$ cat config.mk
export PLATFORM = sky130hd
export DESIGN_NAME = crc_header_deframer_with_heartbeat_flat
export DESIGN_NICKNAME = d
export VERILOG_FILES = /design/src/hdl/chdf_pkg.sv /design/src/hdl/chdf_in_if.sv /design/src/hdl/chdf_out_if.sv /design/src/hdl/crc_header_deframer_with_heartbeat.sv /design/src/hdl/chdf_core.sv /design/src/flat_wrapper.sv
export SDC_FILE = /design/constraint.sdc
export NUM_CORES = 1
export LEC_CHECK = 0
export BUFFER_PORTS_ARGS = -buffer_cell sky130_fd_sc_hd__buf_2
export CAP_MARGIN = 20
export CORE_ASPECT_RATIO = 0.9
export CORE_MARGIN = 2
export CORE_UTILIZATION = 30
export CTS_CLUSTER_DIAMETER = 60
export DETAILED_ROUTE_END_ITERATION = 8
export GPL_ROUTABILITY_DRIVEN = 0
export PLACE_DENSITY_LB_ADDON = 0.3
export SYNTH_ARGS = -nofsm -noshare
export SYNTH_HDL_FRONTEND = slang
export SYNTH_SLANG_ARGS = --single-unit
$ cat constraint.sdc
create_clock -name clk_i -period 7.2 [get_ports clk_i]
set_input_delay 1.44 -clock clk_i [delete_from_list [all_inputs] [get_ports clk_i]]
set_output_delay 1.44 -clock clk_i [all_outputs]
set_load 0.1 [all_outputs]
$ cat src/hdl/chdf_pkg.sv
// Shared types, constants and the CRC-32 byte update for the deframer.
// No dependencies.
package chdf_pkg;

  localparam int unsigned HeaderBytes    = 12;
  localparam int unsigned CrcBytes       = 8;
  localparam logic [7:0]  ResetCredit    = 8'd2;
  localparam logic [31:0] ResetMaxLength = 32'd65536;
  localparam logic [31:0] CrcPoly        = 32'hEDB88320;
  localparam logic [31:0] CrcInit        = 32'hFFFFFFFF;
  localparam logic [7:0]  CreditMax      = 8'hFF;

  typedef enum logic [1:0] {
    PhHeader  = 2'd0,
    PhPayload = 2'd1,
    PhClosed  = 2'd2
  } phase_e;

  typedef enum logic [2:0] {
    KPayload = 3'd0,
    KCrcErr  = 3'd1,
    KBadLen  = 3'd2,
    KSendHb  = 3'd3,
    KTimeout = 3'd4,
    KHbRecv  = 3'd5
  } kind_e;

  typedef enum logic {
    CmdByte = 1'b0,
    CmdTick = 1'b1
  } cmd_e;

  typedef enum logic [0:0] {
    CfgInitialCredit = 1'b0,
    CfgMaxLength     = 1'b1
  } cfg_idx_e;

  typedef struct packed {
    kind_e       kind;
    logic [31:0] frame_tag;
    logic [7:0]  payload_byte;
    logic        last;
    logic [7:0]  credit;
  } result_t;

  function automatic logic [31:0] crc32_byte(input logic [31:0] crc, input logic [7:0] b);
    logic [31:0] c;
    c = crc ^ {24'd0, b};
    for (int k = 0; k < 8; k++) begin
      c = c[0] ? ((c >> 1) ^ CrcPoly) : (c >> 1);
    end
    return c;
  endfunction

endpackage

$ cat src/hdl/chdf_in_if.sv
// Input channel: received byte or heartbeat tick, valid/ready handshake.
// Depends on nothing.
interface chdf_in_if;
  logic       valid;
  logic       ready;
  logic       command;
  logic [7:0] data_byte;

  modport source (output valid, output command, output data_byte, input ready);
  modport sink   (input valid, input command, input data_byte, output ready);
endinterface

$ cat src/hdl/chdf_out_if.sv
// Result channel: deframer events, valid/ready handshake.
// Depends on chdf_pkg.
interface chdf_out_if;
  logic                valid;
  logic                ready;
  chdf_pkg::kind_e     kind;
  logic [31:0]         frame_tag;
  logic [7:0]          payload_byte;
  logic                last;
  logic [7:0]          credit;

  modport source (output valid, output kind, output frame_tag, output payload_byte,
                  output last, output credit, input ready);
  modport sink   (input valid, input kind, input frame_tag, input payload_byte,
                  input last, input credit, output ready);
endinterface

$ cat src/hdl/crc_header_deframer_with_heartbeat.sv
// A result is registered and presented in the cycle after the transaction that causes it is accepted.
// Throughput: one transaction per cycle while the output register is empty or being taken;
// the CRC-32 byte update and the header checks are combinational, ahead of the single output register.
// Reset: link in header phase, credit 2, max length 65536, output register empty.
// Depends on chdf_pkg, chdf_in_if, chdf_out_if and chdf_core.
module crc_header_deframer_with_heartbeat (
  input  logic        clk_i,
  input  logic        rst_ni,
  chdf_in_if.sink     in_i,
  chdf_out_if.source  out_o,
  input  logic        cfg_we_i,
  input  logic [0:0]  cfg_idx_i,
  input  logic [31:0] cfg_data_i
);

  logic              in_fire;
  logic              res_valid;
  chdf_pkg::result_t res;
  logic              out_vld_q, out_vld_d;
  chdf_pkg::result_t out_q;

  assign in_i.ready = !out_vld_q || out_o.ready;
  assign in_fire    = in_i.valid && in_i.ready;

  chdf_core u_core (
    .clk_i       (clk_i),
    .rst_ni      (rst_ni),
    .accept_i    (in_fire),
    .command_i   (in_i.command),
    .data_byte_i (in_i.data_byte),
    .cfg_we_i    (cfg_we_i),
    .cfg_idx_i   (cfg_idx_i),
    .cfg_data_i  (cfg_data_i),
    .res_valid_o (res_valid),
    .res_o       (res)
  );

  always_comb begin
    out_vld_d = out_vld_q;
    if (in_fire && res_valid) begin
      out_vld_d = 1'b1;
    end else if (out_o.ready) begin
      out_vld_d = 1'b0;
    end
  end

  always_ff @(posedge clk_i or negedge rst_ni) begin
    if (!rst_ni) begin
      out_vld_q <= 1'b0;
    end else begin
      out_vld_q <= out_vld_d;
    end
  end

  always_ff @(posedge clk_i) begin
    if (in_fire && res_valid) begin
      out_q <= res;
    end
  end

  assign out_o.valid        = out_vld_q;
  assign out_o.kind         = out_q.kind;
  assign out_o.frame_tag    = out_q.frame_tag;
  assign out_o.payload_byte = out_q.payload_byte;
  assign out_o.last         = out_q.last;
  assign out_o.credit       = out_q.credit;

endmodule

$ cat src/hdl/chdf_core.sv
// Deframer state: header assembly, CRC check, payload count, heartbeat credit.
// Depends on chdf_pkg; driven by the top level's handshake.
module chdf_core (
  input  logic                 clk_i,
  input  logic                 rst_ni,
  input  logic                 accept_i,
  input  logic                 command_i,
  input  logic [7:0]           data_byte_i,
  input  logic                 cfg_we_i,
  input  logic [0:0]           cfg_idx_i,
  input  logic [31:0]          cfg_data_i,
  output logic                 res_valid_o,
  output chdf_pkg::result_t    res_o
);

  localparam logic [3:0] HdrLastIdx = 4'(chdf_pkg::HeaderBytes - 1);
  localparam logic [3:0] CrcIdx     = 4'(chdf_pkg::CrcBytes);

  chdf_pkg::phase_e phase_q, phase_d;
  logic [3:0]  header_index_q, header_index_d;
  logic [63:0] header_fields_q, header_fields_d;
  logic [31:0] running_crc_q, running_crc_d;
  logic [31:0] received_crc_q, received_crc_d;
  logic [31:0] bytes_left_q, bytes_left_d;
  logic [7:0]  credit_q, credit_d;
  logic [7:0]  init_credit_q, init_credit_d;
  logic [31:0] max_length_q, max_length_d;

  logic        is_tick, credit_nz, hdr_last, crc_ok, len_ok, pay_end, tag_zero;
  logic [31:0] hdr_tag, hdr_len, rx_crc_full, bl_dec;
  logic [3:0]  crc_off;

  assign is_tick     = (command_i == chdf_pkg::CmdTick);
  assign credit_nz   = (credit_q != 8'd0);
  assign hdr_last    = (header_index_q == HdrLastIdx);
  assign hdr_tag     = header_fields_q[31:0];
  assign hdr_len     = header_fields_q[63:32];
  assign tag_zero    = (hdr_tag == 32'd0);
  assign rx_crc_full = received_crc_q | {data_byte_i, 24'd0};
  assign crc_ok      = ((running_crc_q ^ chdf_pkg::CrcInit) == rx_crc_full);
  assign len_ok      = (hdr_len != 32'd0) && (hdr_len <= max_length_q);
  assign bl_dec      = (bytes_left_q != 32'd0) ? bytes_left_q - 32'd1 : 32'd0;
  assign pay_end     = (bl_dec == 32'd0);
  assign crc_off     = header_index_q - CrcIdx;

  always_comb begin
    phase_d = phase_q;
    if (accept_i) begin
      unique case (phase_q)
        chdf_pkg::PhHeader: begin
          if (is_tick) begin
            if (!credit_nz) phase_d = chdf_pkg::PhClosed;
          end else if (hdr_last) begin
            phase_d = (crc_ok && len_ok) ? chdf_pkg::PhPayload : chdf_pkg::PhClosed;
          end
        end
        chdf_pkg::PhPayload: begin
          if (is_tick) begin
            if (!credit_nz) phase_d = chdf_pkg::PhClosed;
          end else if (pay_end) begin
            phase_d = chdf_pkg::PhHeader;
          end
        end
        default: phase_d = phase_q;
      endcase
    end
  end

  always_comb begin
    header_index_d  = header_index_q;
    header_fields_d = header_fields_q;
    running_crc_d   = running_crc_q;
    received_crc_d  = received_crc_q;
    bytes_left_d    = bytes_left_q;
    credit_d        = credit_q;
    init_credit_d   = init_credit_q;
    max_length_d    = max_length_q;
    res_valid_o     = 1'b0;
    res_o.kind         = chdf_pkg::KPayload;
    res_o.frame_tag    = 32'd0;
    res_o.payload_byte = 8'd0;
    res_o.last         = 1'b0;

    if (cfg_we_i) begin
      unique case (cfg_idx_i)
        chdf_pkg::CfgInitialCredit: begin
          init_credit_d = cfg_data_i[7:0];
          credit_d      = cfg_data_i[7:0];
        end
        chdf_pkg::CfgMaxLength: max_length_d = cfg_data_i;
        default: ;
      endcase
    end

    if (accept_i) begin
      unique case (phase_q)
        chdf_pkg::PhHeader, chdf_pkg::PhPayload: begin
          if (is_tick) begin
            res_valid_o = 1'b1;
            if (credit_nz) begin
              credit_d   = credit_q - 8'd1;
              res_o.kind = chdf_pkg::KSendHb;
            end else begin
              res_o.kind = chdf_pkg::KTimeout;
            end
          end else if (phase_q == chdf_pkg::PhHeader) begin
            if (header_index_q < CrcIdx) begin
              header_fields_d[{header_index_q[2:0], 3'b000} +: 8] = data_byte_i;
              running_crc_d = chdf_pkg::crc32_byte(running_crc_q, data_byte_i);
            end else begin
              received_crc_d = received_crc_q
                             | ({24'd0, data_byte_i} << {crc_off[1:0], 3'b000});
            end
            if (!hdr_last) begin
              header_index_d = header_index_q + 4'd1;
            end else if (!crc_ok) begin
              res_valid_o = 1'b1;
              res_o.kind  = chdf_pkg::KCrcErr;
            end else if (!len_ok) begin
              res_valid_o     = 1'b1;
              res_o.kind      = chdf_pkg::KBadLen;
              res_o.frame_tag = hdr_tag;
            end else begin
              header_index_d = 4'd0;
              bytes_left_d   = hdr_len;
            end
          end else begin
            bytes_left_d = bl_dec;
            if (pay_end) begin
              header_index_d  = 4'd0;
              running_crc_d   = chdf_pkg::CrcInit;
              received_crc_d  = 32'd0;
              res_valid_o     = 1'b1;
              res_o.frame_tag = hdr_tag;
              if (tag_zero) begin
                if (credit_q != chdf_pkg::CreditMax) credit_d = credit_q + 8'd1;
                res_o.kind = chdf_pkg::KHbRecv;
              end else begin
                res_o.kind         = chdf_pkg::KPayload;
                res_o.payload_byte = data_byte_i;
                res_o.last         = 1'b1;
              end
            end else if (!tag_zero) begin
              res_valid_o        = 1'b1;
              res_o.kind         = chdf_pkg::KPayload;
              res_o.frame_tag    = hdr_tag;
              res_o.payload_byte = data_byte_i;
            end
          end
        end
        default: ;
      endcase
    end
    res_o.credit = credit_d;
  end

  always_ff @(posedge clk_i or negedge rst_ni) begin
    if (!rst_ni) begin
      phase_q         <= chdf_pkg::PhHeader;
      header_index_q  <= 4'd0;
      header_fields_q <= 64'd0;
      running_crc_q   <= chdf_pkg::CrcInit;
      received_crc_q  <= 32'd0;
      bytes_left_q    <= 32'd0;
      credit_q        <= chdf_pkg::ResetCredit;
      init_credit_q   <= chdf_pkg::ResetCredit;
      max_length_q    <= chdf_pkg::ResetMaxLength;
    end else begin
      phase_q         <= phase_d;
      header_index_q  <= header_index_d;
      header_fields_q <= header_fields_d;
      running_crc_q   <= running_crc_d;
      received_crc_q  <= received_crc_d;
      bytes_left_q    <= bytes_left_d;
      credit_q        <= credit_d;
      init_credit_q   <= init_credit_d;
      max_length_q    <= max_length_d;
    end
  end

endmodule

$ cat src/flat_wrapper.sv
// flat-port wrapper written by rule: the top's interface ports become plain ports
module crc_header_deframer_with_heartbeat_flat 
  (clk_i, rst_ni, cfg_we_i, cfg_idx_i, cfg_data_i, in_i_valid, in_i_command, in_i_data_byte, in_i_ready, out_o_valid, out_o_kind, out_o_frame_tag, out_o_payload_byte, out_o_last, out_o_credit, out_o_ready);
  chdf_in_if in_i_i ();
  chdf_out_if out_o_i ();
  input  logic clk_i;
  input  logic rst_ni;
  input  logic cfg_we_i;
  input  logic [0:0] cfg_idx_i;
  input  logic [31:0] cfg_data_i;
  input wire logic [$bits(in_i_i.valid)-1:0] in_i_valid;
  input wire logic [$bits(in_i_i.command)-1:0] in_i_command;
  input wire logic [$bits(in_i_i.data_byte)-1:0] in_i_data_byte;
  output wire logic [$bits(in_i_i.ready)-1:0] in_i_ready;
  output wire logic [$bits(out_o_i.valid)-1:0] out_o_valid;
  output wire logic [$bits(out_o_i.kind)-1:0] out_o_kind;
  output wire logic [$bits(out_o_i.frame_tag)-1:0] out_o_frame_tag;
  output wire logic [$bits(out_o_i.payload_byte)-1:0] out_o_payload_byte;
  output wire logic [$bits(out_o_i.last)-1:0] out_o_last;
  output wire logic [$bits(out_o_i.credit)-1:0] out_o_credit;
  input wire logic [$bits(out_o_i.ready)-1:0] out_o_ready;
  assign in_i_i.valid = in_i_valid;
  assign in_i_i.command = in_i_command;
  assign in_i_i.data_byte = in_i_data_byte;
  assign in_i_ready = in_i_i.ready;
  assign out_o_valid = out_o_i.valid;
  assign out_o_kind = out_o_i.kind;
  assign out_o_frame_tag = out_o_i.frame_tag;
  assign out_o_payload_byte = out_o_i.payload_byte;
  assign out_o_last = out_o_i.last;
  assign out_o_credit = out_o_i.credit;
  assign out_o_i.ready = out_o_ready;
  crc_header_deframer_with_heartbeat u_core (.clk_i(clk_i), .rst_ni(rst_ni), .in_i(in_i_i), .out_o(out_o_i), .cfg_we_i(cfg_we_i), .cfg_idx_i(cfg_idx_i), .cfg_data_i(cfg_data_i));
endmodule
==> metrics, run 1 <==
Worst-Skew Late Latency=0.58 ns; gr usage total=0.1730; Worst-Margin Slew=1.043 ns; status=finished clean; die width=233.8 µm; internal power=3986 µW; initial antenna violation count=1; Clk network pwr share=0.211; Worst Setup SP=u_core.u_core.bytes_left_q[15]; final period utilization=0.6595; Top Usage Layer GRT=met1; Final Slew Violations=0; io pins=101; Rows=75; DR pass1 iterations=5; FF+latch count, synth=259; Final ANT Viol Nets=0; ys async rst share=0.7992; Hold Fails Final Rpt=0; Setup Skew=0.02086 ns; Die Y=210.8 µm; crit path launch type=flop; fmax=0.2106 GHz; Worst EP required=7.40 ns; Max Cap Violations=0; class of the worst hold path=reg -> reg; global routing usage on met1=0.2679; combinational group share of total power=0.454; post-CTS setup buffer count=0; clk sinks=259; CTS clock-pin slew for the worst setup and hold paths=0.06 ns; CTS H-Tree Depth=1; Slew HR=0.2991; cts bufs inserted=31; WHS=0.4935 ns; Setup TNS=0 ns; reg2reg setup slack=2.45 ns; Tmin final=4.748 ns; crit-path max FO=52; core footprint=0.04673 mm²; first-pass GRT wire length=65.93 mm; Vias=11112; Syn-to-layout area delta=14.62%; Synth Cell Area=0.01426 mm²; starting density of the core=0.3051; Unique masters post-synth=83; EDFF count, synth=52; drt drc=0; Total Routed Length=42.66 mm; syn nets=1463; Peak VDD IR=0.2147 mV; Sw Pwr=3288 µW; RR Startpoint=u_core.u_core.bytes_left_q[15]; hold-fix buffers at CTS=0; Worst setup EP type=flop; reg-to-reg endpoint=u_core.out_o.frame_tag[27]; Syn Area/Cell=10.38 µm²; crit path kind=reg -> reg; Ys Warns=0; maximum clock path buffer count=3; GR Overflow Total=0; critical path arrival=4.95 ns; sequential area share after synthesis=0.4758; Routed WL per cell=20.41 µm; RSZ-0062 raised after global routing=false; vias in the first global route=10773; port bufs=100; met2 Use GR=0.2461; post-DR vias/cell=5.317; cts repair resizes=0; layout cells sized above 1=0.2252; leakage=0.006888 µW; Sw Share=0.4521; diode count=0; met3 Use GR=0.03280; top_reg_cell synth=dfrtp_1; Sequential Power Share=0.334; Mapped Cells=1374; Detailed Route Iter0 Violations=1018; die area=0.04929 mm²; Reg2Reg Depth=9; CTS tree=yes; CTS root buf=clkbuf_16; Nets=1538; dpl hpwl=30.48 mm; Final setup violation count=0; PD cells=445.1 mW/mm²; largest net degree at the start of global routing=90; crit path capture=u_core.out_o.frame_tag[27]
-- routing by layer --
layer  part of all wire  vias up
li1                   -     5119
met3              0.077       64
met4              0.022        0
met1               0.48     5483
met5                  0        -
met2               0.42      446
-- power groups by stage --
stage	Sequential [µW]	Clock, µW	Combinational (µW)
global placement	2450	0	3230
detailed placement	2450	0	3260
CTS	2430	1580	3280
finish	2430	1540	3300
global route	2490	1640	3600
floorplan	2820	0	2110
-- state kept, by name, indices dropped and copies added, names as in the netlist --
signal / cells
u_core.out_o.credit: 8
u_core.out_o.frame_tag: 32
u_core.out_o.kind: 3
u_core.out_o.last: 1
u_core.out_o.payload_byte: 8
u_core.out_o.valid: 1
u_core.u_core.bytes_left_q: 32
u_core.u_core.credit_q: 8
u_core.u_core.header_fields_q: 64
u_core.u_core.header_index_q: 4
u_core.u_core.max_length_q: 32
u_core.u_core.phase_q: 2
u_core.u_core.received_crc_q: 32
u_core.u_core.running_crc_q: 32
-- worst min path at each step --
| stage | cells past startpoint | from | slack (ns) | endpoint |
|---|---|---|---|---|
| floorplan | 2 | u_core.u_core.header_fields_q[17] | 0.46 | u_core.u_core.header_fields_q[17] |
| global placement | 1 | u_core.u_core.received_crc_q[31] | 0.48 | u_core.u_core.received_crc_q[31] |
| detailed placement | 1 | u_core.u_core.received_crc_q[26] | 0.48 | u_core.u_core.received_crc_q[26] |
| CTS | 1 | u_core.u_core.received_crc_q[26] | 0.50 | u_core.u_core.received_crc_q[26] |
| global route | 1 | u_core.u_core.received_crc_q[26] | 0.52 | u_core.u_core.received_crc_q[26] |
| finish | 1 | u_core.u_core.received_crc_q[26] | 0.49 | u_core.u_core.received_crc_q[26] |
-- layout make-up --
cell class | count | area, µm²
Tap cell | 616 | 770.7
Sequential cell | 259 | 6784
Timing Repair Buffer | 117 | 635.6
Clock inverter | 15 | 116.4
Clock buffer | 43 | 882.1
Fill cell | 4756 | 30390
Inverter | 48 | 180.2
Multi-Input combinational cell | 992 | 6974
-- placed cells by master (no fill, tap or decap), types with 24 or more instances in the layout --
master,instances
inv_1,47
nand3_1,28
o21ai_0,42
a21oi_1,53
ha_1,42
dfstp_2,34
nand4_1,24
nor2_1,132
xor2_1,45
a31oi_1,26
edfxtp_1,52
mux2_2,92
and2_1,37
nand2_1,83
o21a_1,27
xnor2_1,76
nor4_1,43
dfrtp_1,173
nor3_1,29
clkbuf_16,32
buf_2,99
-- critical path, cell delays in order (launching register included) --
cell and delay [ns]:
dfrtp_1 0.46, nor3_1 0.57, nand3_1 0.48, o31a_1 0.38, or4_4 0.52, nor4_2 0.61, a21oi_2 0.26, a21o_1 0.32
o21ai_4 0.13, buf_4 0.58
-- metrics by stage --
stage | instance area, µm² | total power (µW) | cells | utilization | setup slack [ns]
finish | 16340 | 7274 | 2090 | 0.3497 | 2.452
global route | 16340 | 7719 | 2090 | 0.3497 | 2.054
CTS | 16330 | 7292 | 2087 | 0.3493 | 2.504
detailed placement | 15330 | 5714 | 2029 | 0.3280 | 2.197
global placement | 15320 | 5674 | 2028 | 0.3277 | 2.343
floorplan | 14260 | 4924 | 1374 | - | 0.3086
-- cells in the mapped netlist, types with 11 or more instances --
| cell type | number | area, µm² |
|---|---|---|
| a21o_1 | 15 | 112.6 |
| a21oi_1 | 53 | 265.3 |
| a31oi_1 | 26 | 162.7 |
| and2_1 | 37 | 231.5 |
| and3_1 | 11 | 68.82 |
| clkbuf_1 | 48 | 180.2 |
| dfrtp_1 | 173 | 4329 |
| dfstp_2 | 34 | 893.4 |
| edfxtp_1 | 52 | 1562 |
| ha_1 | 42 | 525.5 |
| inv_1 | 47 | 176.4 |
| mux2_2 | 92 | 1036 |
| nand2_1 | 83 | 311.6 |
| nand3_1 | 28 | 140.1 |
| nand4_1 | 24 | 150.1 |
| nor2_1 | 134 | 503.0 |
| nor3_1 | 29 | 145.1 |
| nor4_1 | 43 | 269.0 |
| o21a_1 | 27 | 202.7 |
| o21ai_0 | 43 | 215.2 |
| o22ai_1 | 21 | 131.4 |
| o2bb2ai_1 | 20 | 175.2 |
| or3_1 | 11 | 68.82 |
| xnor2_1 | 76 | 665.6 |
| xor2_1 | 45 | 394.1 |
-- cells by family after synthesis --
group | Yosys count | share of synthesized area
AND/OR/NAND/NOR | 471 | 0.1738
AO/OA/AOI/OAI | 259 | 0.1241
flip-flops | 259 | 0.4758
buffers and inverters | 123 | 0.03756
XOR/XNOR | 121 | 0.07432
multiplexers | 99 | 0.07757
adder cells (fa/ha/maj) | 42 | 0.03685
Note: power is estimated with default switching activity, not from simulation.
==> run 2, diff against run 1 <==
==> constraint.sdc (replaced) <==
create_clock -name clk_i -period 4.9 [get_ports clk_i]
set_input_delay 0.98 -clock clk_i [delete_from_list [all_inputs] [get_ports clk_i]]
set_output_delay 0.98 -clock clk_i [all_outputs]
set_load 0.1 [all_outputs]
==> run 2 against run 1 <==
  * Critical path depth rose by 3
  * Global-route usage grew 0.12 points
  * Via count shrank 0.16%
  * Critical endpoint is now u_core.u_core.running_crc_q[7]
  * Largest cell class unchanged
==> metrics, run 2 (synthesis gave the netlist of run 1 again) <==
post-CTS setup buffer count=0 (unchanged); fmax=0.2432 GHz (was 0.2106 GHz); most common cell after layout, fill and taps aside=dfrtp_1 (unchanged); Total Routed Length=42.91 mm (was 42.66 mm); hold path depth=1 (unchanged); Peak VDD IR=0.3088 mV (was 0.2147 mV); Slew HR=0.3055 (was 0.2991); RSZ-0062 raised after global routing=false (unchanged); first-pass GRT wire length=65.93 mm (unchanged); CTS H-Tree Depth=1 (unchanged); Reg with most FFs=u_core.u_core.header_fields_q (unchanged); Design Power=10860 µW (was 7274 µW); Worst-Margin Slew=1.032 ns (was 1.043 ns); vias in the first global route=10656 (was 10773); Reg2Reg Depth=12 (was 9); hold-fix buffers at CTS=0 (unchanged); io pins=101 (unchanged); layout cells sized above 1=0.2304 (was 0.2252); RR Startpoint=u_core.u_core.bytes_left_q[0] (was u_core.u_core.bytes_left_q[15]); GR Overflow Total=0 (unchanged); crit path capture=u_core.u_core.running_crc_q[7] (was u_core.out_o.frame_tag[27]); Routed WL per cell=20.47 µm (was 20.41 µm); class of the worst hold path=reg -> reg (unchanged); post-DR vias/cell=5.293 (was 5.317); core footprint=0.04673 mm² (unchanged); starting density of the core=0.3051 (unchanged); pre-CTS setup slack=0.8200 ns (was 2.197 ns); CTS tree=yes (unchanged); Nets=1546 (was 1538); Syn-to-layout area delta=15.76% (was 14.62%); # fillers=4744 (was 4756); diode count=0 (unchanged); Tmin final=4.112 ns (was 4.748 ns); crit path launch type=flop (unchanged); final period utilization=0.8392 (was 0.6595); number of flip-flops in the largest register=64 (unchanged); die width=233.8 µm (unchanged); Die Y=210.8 µm (unchanged); PD cells=658.2 mW/mm² (was 445.1 mW/mm²); crit path kind=reg -> reg (unchanged); CTS root buf=clkbuf_16 (unchanged); reg-to-reg endpoint=u_core.u_core.running_crc_q[7] (was u_core.out_o.frame_tag[27]); Final WS setup=0.7880 ns (was 2.452 ns); WHS=0.4922 ns (was 0.4935 ns); maximum clock path buffer count=3 (unchanged); Rows=75 (unchanged); commonest non-fill, non-tap cells in the layout=173 x dfrtp_1, 132 x nor2_1, 99 x buf_2, 92 x mux2_2, 83 x nand2_1 (unchanged); cts repair resizes=0 (unchanged); Final setup violation count=0 (unchanged); Setup Skew=0.01948 ns (was 0.02086 ns); Vias=11094 (was 11112); port bufs=100 (unchanged); leakage=0.006964 µW (was 0.006888 µW); Hold Fails Final Rpt=0 (unchanged); Max Cap Violations=0 (unchanged); Worst setup EP type=flop (unchanged); dpl hpwl=31.14 mm (was 30.48 mm); largest net degree at the start of global routing=108 (was 90); crit-path max FO=51 (was 52); Final Slew Violations=0 (unchanged); die area=0.04929 mm² (unchanged); Detailed Route Iter0 Violations=850 (was 1018); Worst-Skew Late Latency=0.57 ns (was 0.58 ns); reg2reg setup slack=0.79 ns (was 2.45 ns); status=finished clean (unchanged); Hold Path Origin=u_core.u_core.received_crc_q[27] (was u_core.u_core.received_crc_q[26]); CTS clock-pin slew for the worst setup and hold paths=0.06 ns (about the same); drt drc=0 (unchanged); Util after Layout=0.3532 (was 0.3497); Worst Setup SP=u_core.u_core.bytes_left_q[0] (was u_core.u_core.bytes_left_q[15]); Final ANT Viol Nets=0 (unchanged); cts bufs inserted=29 (was 31); critical path arrival=4.61 ns (was 4.95 ns); DR pass1 iterations=5 (unchanged); Setup TNS=0 ns (unchanged); Worst EP required=5.39 ns (was 7.40 ns); clk sinks=259 (unchanged); initial antenna violation count=1 (unchanged); gr usage total=0.1742 (was 0.1730)
-- run 2: area by class of cell --
class | instances | area, µm² | area share
clock buffers | 36 | 803.3 | 0.04867
clock inverters | 18 | 246.5 | 0.01493
inverters | 48 | 180.2 | 0.01092
multi-input cells | 992 | 6980 | 0.4229
flip-flops and latches | 259 | 6784 | 0.4110
well taps | 616 | 770.7 | 0.04670
repair buffers | 127 | 740.7 | 0.04488
-- run 2: how the worst min path moves through the flow --
stage                                              to  slack (ns)
floorplan           u_core.u_core.header_fields_q[17]        0.46
CTS                  u_core.u_core.received_crc_q[27]        0.49
detailed placement   u_core.u_core.received_crc_q[27]        0.48
global route         u_core.u_core.received_crc_q[27]        0.51
global placement     u_core.u_core.received_crc_q[27]        0.48
finish               u_core.u_core.received_crc_q[27]        0.49
-- run 2: stage by stage --
stage / cell area (µm²) / instances
global route: 16510 / 2096
CTS: 16510 / 2096
global placement: 15440 / 2041
finish: 16510 / 2096
floorplan: 14260 / 1374
detailed placement: 15460 / 2042
-- run 2: power breakdown --
part           internal (µW)  switching, µW  leakage, µW  total [µW]
Clock                   1440            952     0.000506        2390
Combinational           1710           3190      0.00334        4900
Sequential              2920            652      0.00312        3570
-- run 2: worst max-delay path: stages, from the launching register on --
cell and delay [ns]:
dfrtp_1 0.44, inv_1 0.09, ha_1 0.25, and2b_2 0.24, nand4_4 0.25, o31a_1 0.38
or4_4 0.51, nor4_2 0.54, a211oi_1 0.28, a211oi_4 0.26, buf_4 0.47, nor2_1 0.10
a31oi_1 0.18
-- run 2: routing by layer --
metal	GRT usage	part of all wire	up-vias
li1	-	-	5128
met1	0.2663	0.48	5520
met2	0.2560	0.43	402
met3	0.03132	0.070	44
met4	0.03405	0.017	0
met5	0	0	-
==> run 3, diff against run 2 <==
==> constraint.sdc (replaced) <==
create_clock -name clk_i -period 3.37 [get_ports clk_i]
set_input_delay 0.674 -clock clk_i [delete_from_list [all_inputs] [get_ports clk_i]]
set_output_delay 0.674 -clock clk_i [all_outputs]
set_load 0.1 [all_outputs]
==> run 3 against run 2 <==
  * The flow now finishes with violations (setup timing)
  * Die area is the same
  * Via count grew 7.6%
  * Register-to-register slack lost 0.82 ns
  * Largest cell class unchanged
  * Highest routed layer unchanged
==> metrics, run 3 (synthesis gave the netlist of run 1 again) <==
status=finished with violations (was finished clean); failing checks=setup timing; Total Routed Length=48.03 mm (was 42.91 mm); Clk network pwr share=0.202 (was 0.220); crit path launch type=flop (unchanged); core footprint=0.04673 mm² (unchanged); post-DR vias/cell=5.258 (was 5.293); leakage=0.008001 µW (was 0.006964 µW); fin area=0.01881 mm² (was 0.01651 mm²); CP peak stage delay=0.51 ns (was 0.54 ns); PD cells=945.4 mW/mm² (was 658.2 mW/mm²); largest net degree at the start of global routing=80 (was 108); met3 Use GR=0.04090 (was 0.03132); maximum clock path buffer count=3 (unchanged); die width=233.8 µm (unchanged); number of flip-flops in the largest register=64 (unchanged); dpl hpwl=33.41 mm (was 31.14 mm); Final ANT Viol Nets=0 (unchanged); CTS root buf=clkbuf_16 (unchanged); worst path bufs/invs=2 (unchanged); Worst EP required=3.66 ns (was 5.39 ns); CTS tree=yes (unchanged); Final WS setup=-0.02757 ns (was 0.7880 ns); combinational group share of total power=0.509 (was 0.451); Reg with most FFs=u_core.u_core.header_fields_q (unchanged); Setup Skew=0.02440 ns (was 0.01948 ns); global routing usage on met1=0.2778 (was 0.2663); pre-CTS setup slack=-0.1923 ns (was 0.8200 ns); Crit path max-delay family=simple AND/OR/NAND/NOR gates (unchanged); Die Y=210.8 µm (unchanged); Util after Layout=0.4025 (was 0.3532); cts bufs inserted=31 (was 29); Placed Area=0.01658 mm² (was 0.01546 mm²); initial antenna violation count=3 (was 1); starting density of the core=0.3051 (unchanged); Syn-to-layout area delta=31.93% (was 15.76%); hold-fix buffers at CTS=0 (unchanged); Peak VDD IR=0.5084 mV (was 0.3088 mV); CTS clock-pin slew for the worst setup and hold paths=0.06 ns (about the same); Max Cap Violations=0 (unchanged); clk sinks=259 (unchanged); Worst setup EP type=flop (unchanged); layout cells sized above 1=0.3785 (was 0.2304); io pins=101 (unchanged); drt drc=0 (unchanged); Sequential Power Share=0.289 (was 0.329); class of the worst hold path=in -> async (was reg -> reg); Crit-path slowest cell=or4_4 (was nor4_2); crit path kind=reg -> reg (unchanged); Rows=75 (unchanged); Top Usage Layer GRT=met1 (unchanged); port bufs=100 (unchanged); gr usage total=0.1852 (was 0.1742); Worst-Margin Slew=0.8014 ns (was 1.032 ns); Routed WL per cell=21.15 µm (was 20.47 µm); DR pass1 iterations=5 (unchanged); first-pass GRT wire length=69.39 mm (was 65.93 mm); Worst-Skew Late Latency=0.60 ns (was 0.57 ns); Detailed Route Iter0 Violations=1020 (was 850); final period utilization=1.008 (was 0.8392); vias in the first global route=11474 (was 10656); commonest non-fill, non-tap cells in the layout=172 x dfrtp_1, 160 x buf_4, 103 x nor2_1, 99 x buf_2, 88 x mux2_2 (was 173 x dfrtp_1, 132 x nor2_1, 99 x buf_2, 92 x mux2_2, 83 x nand2_1); fmax=0.2943 GHz (was 0.2432 GHz); Final setup violation count=69 (was 0); CTS H-Tree Depth=1 (unchanged); Nets=1718 (was 1546); Critical Path, Cell by Cell=nor3_1 > nand3_1 > o31a_1 > or4_4 > nor4_4 > buf_4 > a21oi_4 > a21o_4 > o21ai_4 > buf_12 (was inv_1 > ha_1 > and2b_2 > nand4_4 > o31a_1 > or4_4 > nor4_2 > a211oi_1 > a211oi_4 > buf_4 > nor2_1 > a31oi_1); crit-path max FO=20 (was 51); GR Overflow Total=0 (unchanged); Sw Pwr=7864 µW (was 4797 µW); Final Slew Violations=0 (unchanged); Sw Share=0.4422 (was 0.4416); Vias=11941 (was 11094); RSZ-0062 raised after global routing=true (was false); Tmin final=3.398 ns (was 4.112 ns); Slew HR=0.4637 (was 0.3055); critical path arrival=3.68 ns (was 4.61 ns); die area=0.04929 mm² (unchanged); internal power=9921 µW (was 6067 µW); Hold Fails Final Rpt=0 (unchanged); met2 Use GR=0.2730 (was 0.2560); most common cell after layout, fill and taps aside=dfrtp_1 (unchanged)
## run 3: area by class of cell
class | instances | area, µm²
antenna | 1 | 2.502
clock buffer | 35 | 810.8
clock inverter | 23 | 286.5
fill | 4600 | 27920
inverter | 48 | 180.2
multi-input combinational | 995 | 7704
sequential | 259 | 6785
tap | 616 | 770.7
timing repair buffer | 294 | 2272
## run 3: routing by layer
layer  wire length (µm)  vias to the layer above
li1                   -                     5481
met1              22760                     5950
met2              20830                      444
met3               3541                       66
met4                888                        0
met5                  0                        -
## run 3: worst register-to-register path: stages, from the launching register on
cell,delay (ns)
dfrtp_1,0.45
nor3_1,0.41
nand3_1,0.19
o31a_1,0.27
or4_4,0.51
nor4_4,0.27
buf_4,0.19
a21oi_4,0.09
a21o_4,0.25
o21ai_4,0.22
buf_12,0.21
## run 3: path summary, 6_finish.rpt
check / from / end / slack [ns] / depth (start not counted)
setup / recovery: u_core.u_core.bytes_left_q[12] / u_core.out_o.frame_tag[31] / -0.03 / 10
hold / removal: rst_ni / u_core.u_core.received_crc_q[13] / 0.14 / 1
setup reg to reg: u_core.u_core.bytes_left_q[12] / u_core.out_o.frame_tag[31] / -0.03 / 10
hold reg to reg: u_core.u_core.received_crc_q[27] / u_core.u_core.received_crc_q[27] / 0.50 / 1
max in group asynchronous: rst_ni / u_core.u_core.max_length_q[16] / 2.37 / 2
min in group clk_i: cfg_data_i[9] / u_core.u_core.max_length_q[9] / 0.30 / 2
## run 3: power by group through the flow
stage	sequential [µW]	clock, µW	combinational, µW
final	5140	3600	9040
after global routing	5250	3800	9660
after CTS	5070	3660	8190
after detailed placement	5110	0	8040
after global placement	5110	0	7980
after floorplan	5990	0	4540
## run 3: what timing repair did
| action | 4_1_cts | 5_1_grt |
|---|---|---|
| endpoints found under the setup margin | 173 | 204 |
| gates cloned | 2 | 11 |
| pin swaps | 11 | 42 |
| setup buffers | 4 | 17 |
| gates resized for setup | 28 | 147 |
## run 3: through the flow
step / hold WS [ns] / total power, µW / std cells / TNS, ns
floorplan: 0.3784 / 10530 / 1374 / -25.71
global placement: 0.4744 / 13090 / 2178 / -7.801
detailed placement: 0.4819 / 13150 / 2178 / -9.339
CTS: 0.1591 / 16920 / 2242 / -1.107
global route: 0.1928 / 18710 / 2271 / -11.25
finish: 0.1446 / 17790 / 2271 / -1.144
